===== src/rtl/bpq_ram.sv =====
module bpq_ram #(
  parameter int unsigned WIDTH = 8,
  parameter int unsigned DEPTH = 64
) (
  input  logic                     clk_i,
  input  logic                     we_i,
  input  logic [$clog2(DEPTH)-1:0] waddr_i,
  input  logic [WIDTH-1:0]         wdata_i,
  input  logic                     re_i,
  input  logic [$clog2(DEPTH)-1:0] raddr_i,
  output logic [WIDTH-1:0]         rdata_o
);

  logic [WIDTH-1:0] mem_q [DEPTH];
  logic [WIDTH-1:0] rdata_q;

  always_ff @(posedge clk_i) begin
    if (we_i) begin
      mem_q[waddr_i] <= wdata_i;
    end
    if (re_i) begin
      rdata_q <= mem_q[raddr_i];
    end
  end

  assign rdata_o = rdata_q;

endmodule


===== config.mk =====
export PLATFORM = sky130hd
export DESIGN_NAME = bpq_ram
export DESIGN_NICKNAME = d
export VERILOG_FILES = /design/src/rtl/bpq_ram.sv
export SDC_FILE = /design/constraint.sdc
export NUM_CORES = 1
export LEC_CHECK = 0
export BUFFER_PORTS_ARGS = -buffer_cell sky130_fd_sc_hd__buf_4
export CORE_MARGIN = 1.5
export CORE_UTILIZATION = 30
export DETAILED_ROUTE_END_ITERATION = 8
export HOLD_SLACK_MARGIN = 0.15
export PLACE_DENSITY = 0.42
export SKIP_CTS_REPAIR_TIMING = 1
export SYNTH_ARGS = -nofsm -noshare
export SYNTH_HDL_FRONTEND = slang
export SYNTH_SLANG_ARGS = --single-unit

===== constraint.sdc =====
create_clock -name clk_i -period 2.2 [get_ports clk_i]
set_input_delay 0.11 -clock clk_i [delete_from_list [all_inputs] [get_ports clk_i]]
set_output_delay 0.11 -clock clk_i [all_outputs]
set_load 0.02 [all_outputs]

Yosys cells after proc, flatten, opt, wreduce, memory -nomap -nowiden
Memory sizes are Yosys's and may differ from the RTL's. A register that Yosys moved wholly into a read port is not among the register bits.
Cells that the tools add are included.
W data, S select, Z words.

word-level totals
  memories kept = 1
  RAM bits = 512
  bits of input ports = 23
  register bits after elaboration = 0
  logic and storage cells = 3
  output and inout port bits = 8

memory list
  name   words  bits a word  read ports  clocked after memory_dff  write ports  line  RTL
  mem_q  64     8            1           1                         1            14    logic [WIDTH-1:0] mem_q [DEPTH];

cells by class
  muxes and demuxes = 2

operators by type and width
  kind     number
  $mux W1  2

Depth between registers and ports, before layout
Gate-level depths: netlist (run 1).

  word-level depth = 2
  gate-level depth with buffers = 9
  mapped depth without buffers = 5

Worst setup path after synthesis (run 1)
OpenSTA, ideal clock, no wires.

  path kind = input-to-reg
  from = input port raddr_i[1]
  to = register rdata_q[3] (netlist: rdata_o[3]), read port of mem_q (data pin)
  path buffers = 3
  data arrival time = 1.650 ns
  stages = 7
  data required time = 1.934 ns
  slack = 0.284 ns
  library setup time = 0.266 ns
  cell sequence = buf_4 > buf_2 > buf_2 > mux4_2 > mux4_2 > o21ai_1 > o41ai_1

RTL lines
  element      line  RTL
  from (decl)  10    input logic [$clog2(DEPTH)-1:0] raddr_i,
  to (decl)    15    logic [WIDTH-1:0] rdata_q;

==> results of run 1 <==
area by class of cell:
cell class              instances  area share [%]
clock buffers                  66            5.92
multi-input cells             369            17.6
repair buffers                205            7.12
well taps                     873            4.43
diodes                          2          0.0203
clock inverters                39            1.66
flip-flops and latches        520            63.3
metrics by stage:
| stage | setup WS (ps) | total power [mW] |
|---|---|---|
| 6_report | 99.9 | 21.9 |
| 3_3_place_gp | -300 | 12.5 |
| 3_5_place_dp | -275 | 12.5 |
| 2_1_floorplan | 284 | 11.8 |
| 5_1_grt | 9.51 | 22.6 |
| 4_1_cts | -89.3 | 22.1 |
power groups by stage:
stage	sequential [mW]	clock, mW	combinational, mW
6_report	11.0	9.59	1.25
5_1_grt	11.0	10.2	1.34
4_1_cts	11.0	9.85	1.26
3_5_place_dp	11.2	0	1.25
3_3_place_gp	11.2	0	1.25
2_1_floorplan	11.2	0	0.585
placed cells by master (no fill, tap or decap), types with 4 or more instances in the layout:
cell type      synthesis  routed
mux4_2               126     126
mux2_2                13      13
clkbuf_16              0      57
a221oi_1               6       5
buf_4                 13     176
clkinv_1               0      12
buf_12                 2      14
a211oi_1               4       4
nand2_1               19      19
bufinv_16              0       8
dlygate4sd3_1          0      14
mux2i_1               23      23
nor3_1                 7       6
o221ai_1               8       8
o22ai_1                8       8
nand2b_1               7       7
nand3_1               13      13
nor2b_1               14      14
clkinv_2               0      15
clkbuf_1              17       9
edfxtp_1             520     520
nor2_1                83      83
worst paths after layout:
path | end | from | cells after the start
setup / recovery | rdata_o[4] | mem_q[29][4] | 6
hold / removal | rdata_o[5] | raddr_i[3] | 4
setup reg to reg | rdata_o[4] | mem_q[29][4] | 6
hold reg to reg | rdata_o[6] | mem_q[31][6] | 3
kinds of logic after synthesis:
group,count (synthesis),share of synthesized area [%]
buffers and inverters,51,1.56
and+or+nand+nor,153,3.37
DFF,520,77.1
muxes,162,15.9
AOI/OAI and AO/OA,54,2.06
worst max-delay path: cells and delay by family (launching register included):
| kind | cells | cell delay [ps] |
|---|---|---|
| buffers and inverters | 1 | 140 |
| AOI/OAI and AO/OA | 2 | 360 |
| and+or+nand+nor | 1 | 220 |
| muxes | 2 | 750 |
| DFF | 1 | 360 |
cells in the mapped netlist, drive strengths merged (4+ instances only):
cell type	count
o21ai	4
nor3	7
nor2	83
nand2	19
clkbuf	17
nand2b	7
o221ai	8
edfxtp	520
nor2b	14
o22ai	8
nand3	13
a211oi	4
mux2	13
a221oi	6
mux2i	23
buf	34
mux4	126
sequential cells by signal, summed over array words and instances (netlist names):
register  flops
mem_q       512
rdata_o       8
routing by layer:
metal	routed length (um)	up-vias	share of wire, %	global-route usage (%)
li1	-	4372	-	-
met2	25300	211	48	24.9
met3	2190	69	4.1	2.37
met4	1130	0	2.1	4.53
met1	24500	5396	46	21.9
met5	0	-	0	0
==> flow_summary.json, run 1 <==
{
  "status": "finished clean",
  "drc": 0,
  "syn_nets": 963,
  "syn_inst": 940,
  "synthTopCellsByArea": "edfxtp_1 (77%), mux4_2 (14%), nor2_1 (1.5%)",
  "cellLeakagePower_nw": 7.98,
  "clock_sinks": 520,
  "rsz0062_at_grt": "false",
  "hp-class": "in -> reg",
  "setup_violations": 0,
  "core_um2": 67000,
  "grt_pass1_wl_um": 76900,
  "peakVddDrop_v": 0.000577,
  "antenna_found_initial": 1,
  "switching_share_pct": 21.3,
  "power_density_nw_per_um2": 886,
  "gp_congestion": 0.750,
  "period_share_pct": 95.5,
  "async_reset_ff_share_pct": 0,
  "placed_area_um2": 22600,
  "ys_seq_area_share_pct": 77.1,
  "relSlewSlack_pct": 46.4,
  "cts-root-buf": "clkbuf_16",
  "cp-start-kind": "register",
  "seqPwrFrac_pct": 50.4,
  "die_h_um": 263,
  "groute.usage.overall_pct": 15.5,
  "drt_first_pass_iters": 5,
  "max_freq_ghz": 0.476,
  "fin_cells": 2074,
  "cts_made_buffers": 57,
  "fp.dieW_um": 263,
  "wl_per_cell_um": 25.6,
  "arrival_ps": 2450,
  "wirelength_um": 53100,
  "crit_path_end_kind": "register",
  "grt-ovfl-total": 0,
  "synthToLayoutAreaGrowth_pct": 21.9,
  "finClkSkew_ps": 26.2,
  "tightest_slew_ps": 803,
  "timing.hold.ws_ps": 145,
  "synth-seq-cells": 520,
  "layout-drive-gt1-share_pct": 34.9,
  "multi_input_area_um2": 4330,
  "cp_cell_sequence": "mux4_2 -> mux2_2 -> o221a_2 -> nor3_4 -> buf_4 -> o32ai_1",
  "synth.avg_cell_area_um2": 21.5,
  "synth_top_area_share_pct": 77.1,
  "yosys.area.top_type": "edfxtp_1",
  "required_ps": 2550,
  "grt_max_degree": 65,
  "nNetsFinal": 1176,
  "initial_utilization_pct": 30.2,
  "cts.clk_slew.worst_paths_ps": 60,
  "die-area_um2": 69100,
  "finalHoldViolations": 0,
  "final_cell_area_um2": 24700,
  "io_pins": 31,
  "final_util_pct": 36.8,
  "r2r_slack_ps": 100,
  "rows": 95,
  "crit_type": "reg -> reg",
  "dp.cells": 1953,
  "cts_tree": "done",
  "maxCapViolCount": 0,
  "regArea_um2": 15600,
  "synth_area_um2": 20200,
  "synth.distinct_cells": 39,
  "io_buffers": 30,
  "routed_via_density": 4.84,
  "p_int_mw": 17.2,
  "ys.flop_type": "edfxtp_1",
  "p_switching_mw": 4.66,
  "num_vias": 10048,
  "drv_slew": 0,
  "synth_edf_count": 520,
  "pwr-share-comb_pct": 5.7,
  "crit_path_max_incr_delay_ps": 470,
  "period_minus_slack_ps": 2100,
  "dp_hpwl_um": 33800,
  "clkPwrFrac_pct": 43.9,
  "crit_path_max_fanout": 1,
  "htreeDepth": 2,
  "grt_pass1_vias": 10605,
  "insertion_delay_ps": 620,
  "cts_buffer_depth": 3,
  "tns_ps": 0,
  "cpMaxStageDelayCell": "mux4_2",
  "postRouteAntennaNets": 0,
  "yosys_warnings": 0,
  "drt-initial-drc-count": 882,
  "fillCellCount": 6190
}
Note: power is estimated with default switching activity, not from simulation.
==> inputs of run 2 (changes only) <==
PLACE_DENSITY = default   (was 0.42)
==> flow_summary.json, run 2 (synthesis results as in run 1) <==
{
  "cts-root-buf": "clkbuf_16",
  "grt_pass1_vias": 10310,
  "r2r_slack_ps": 100,
  "fin_cells": 2028,
  "max_freq_ghz": 0.476,
  "core_um2": 67000,
  "peakVddDrop_v": 0.000695,
  "drt_first_pass_iters": 7,
  "crit_path_max_fanout": 1,
  "gp_congestion": 0.781,
  "finClkSkew_ps": 8.43,
  "layout_commonest_cell": "edfxtp_1",
  "clock_sinks": 520,
  "crit_type": "reg -> reg",
  "initial_utilization_pct": 30.2,
  "period_share_pct": 95.5,
  "die_h_um": 263,
  "cellLeakagePower_nw": 7.67,
  "largest_register": "mem_q",
  "drc": 0,
  "highest_layer": "met5",
  "htreeDepth": 2,
  "status": "finished clean",
  "nNetsFinal": 1137,
  "dp_hpwl_um": 29200,
  "routed_via_density": 4.92,
  "crit_path_end_kind": "register",
  "cp-start-kind": "register",
  "antenna_found_initial": 2,
  "cts_made_buffers": 50,
  "setup_violations": 0,
  "groute.usage.overall_pct": 13.4,
  "drv_slew": 0,
  "routed-wl-met2_um": 22100,
  "arrival_ps": 2410,
  "cts.clk_slew.worst_paths_ps": 60,
  "period_minus_slack_ps": 2100,
  "timing.hold.ws_ps": 121,
  "postRouteAntennaNets": 0,
  "die-area_um2": 69100,
  "tightest_slew_ps": 723,
  "wirelength_um": 46200,
  "num_vias": 9978,
  "drt-initial-drc-count": 766,
  "rsz0062_at_grt": "false",
  "io_pins": 31,
  "fp.dieW_um": 263,
  "rows": 95,
  "required_ps": 2510,
  "cts_buffer_depth": 3,
  "io_buffers": 30,
  "largest_register_ffs": 512,
  "synthToLayoutAreaGrowth_pct": 18.9,
  "wl_met1_um": 19900,
  "final_util_pct": 35.9,
  "wl_met3_um": 2970,
  "grt_max_degree": 65,
  "relSlewSlack_pct": 51.8,
  "cts_tree": "done",
  "fillCellCount": 6184,
  "insertion_delay_ps": 560,
  "grt_pass1_wl_um": 68700,
  "final_cell_mix": "edfxtp_1 (520), buf_4 (154), mux4_2 (126)",
  "finalHoldViolations": 0,
  "hp-class": "in -> reg",
  "layout-drive-gt1-share_pct": 32.8,
  "maxCapViolCount": 0,
  "power_density_nw_per_um2": 858,
  "grt-ovfl-total": 0,
  "dp.cells": 1924,
  "wl_per_cell_um": 22.8
}
-- run 2: worst max-delay path: stages (launching register included) --
cell and delay, ps:
edfxtp_1 370, mux4_2 490, mux2_2 290, o221a_2 280, nor3_2 210, buf_4 150
o32ai_1 70
-- run 2: cell type report --
cell class / count / area (um^2) / area share [%]
sequential: 520 / 15600 / 64.8
antenna: 1 / 2.50 / 0.0104
tap: 873 / 1090 / 4.54
multi-input combinational: 369 / 4320 / 17.9
timing repair buffer: 173 / 1420 / 5.90
clock buffer: 63 / 1360 / 5.66
clock inverter: 29 / 267 / 1.11
-- run 2: through the flow --
| step | setup slack [ps] | area, um^2 | setup TNS (ps) | power (mW) |
|---|---|---|---|---|
| 5_1_grt | 50.1 | 24100 | 0 | 21.3 |
| 6_report | 99.6 | 24100 | 0 | 20.7 |
| 4_1_cts | 30.0 | 24000 | 0 | 20.8 |
| 2_1_floorplan | 284 | 20200 | 0 | 11.8 |
| 3_3_place_gp | -81.2 | 22300 | -316 | 12.3 |
| 3_5_place_dp | -90.9 | 22300 | -328 | 12.4 |
-- run 2: per-layer routing --
| layer | global-route usage [%] | vias up |
|---|---|---|
| met5 | 0 | - |
| met1 | 18.7 | 5280 |
| li1 | - | 4276 |
| met4 | 4.40 | 2 |
| met2 | 21.4 | 343 |
| met3 | 2.10 | 77 |
-- run 2: final timing paths --
path | from | end | cells past startpoint
setup / recovery | mem_q[29][6] | rdata_o[6] | 6
hold / removal | wdata_i[0] | mem_q[22][0] | 1
setup reg to reg | mem_q[29][6] | rdata_o[6] | 6
hold reg to reg | mem_q[26][6] | rdata_o[6] | 3
-- run 2: power breakdown --
group	internal, mW	total (mW)	switching, mW
Combinational	0.477	1.13	0.657
Clock	4.97	8.52	3.55
Sequential	11.0	11.0	0.0337
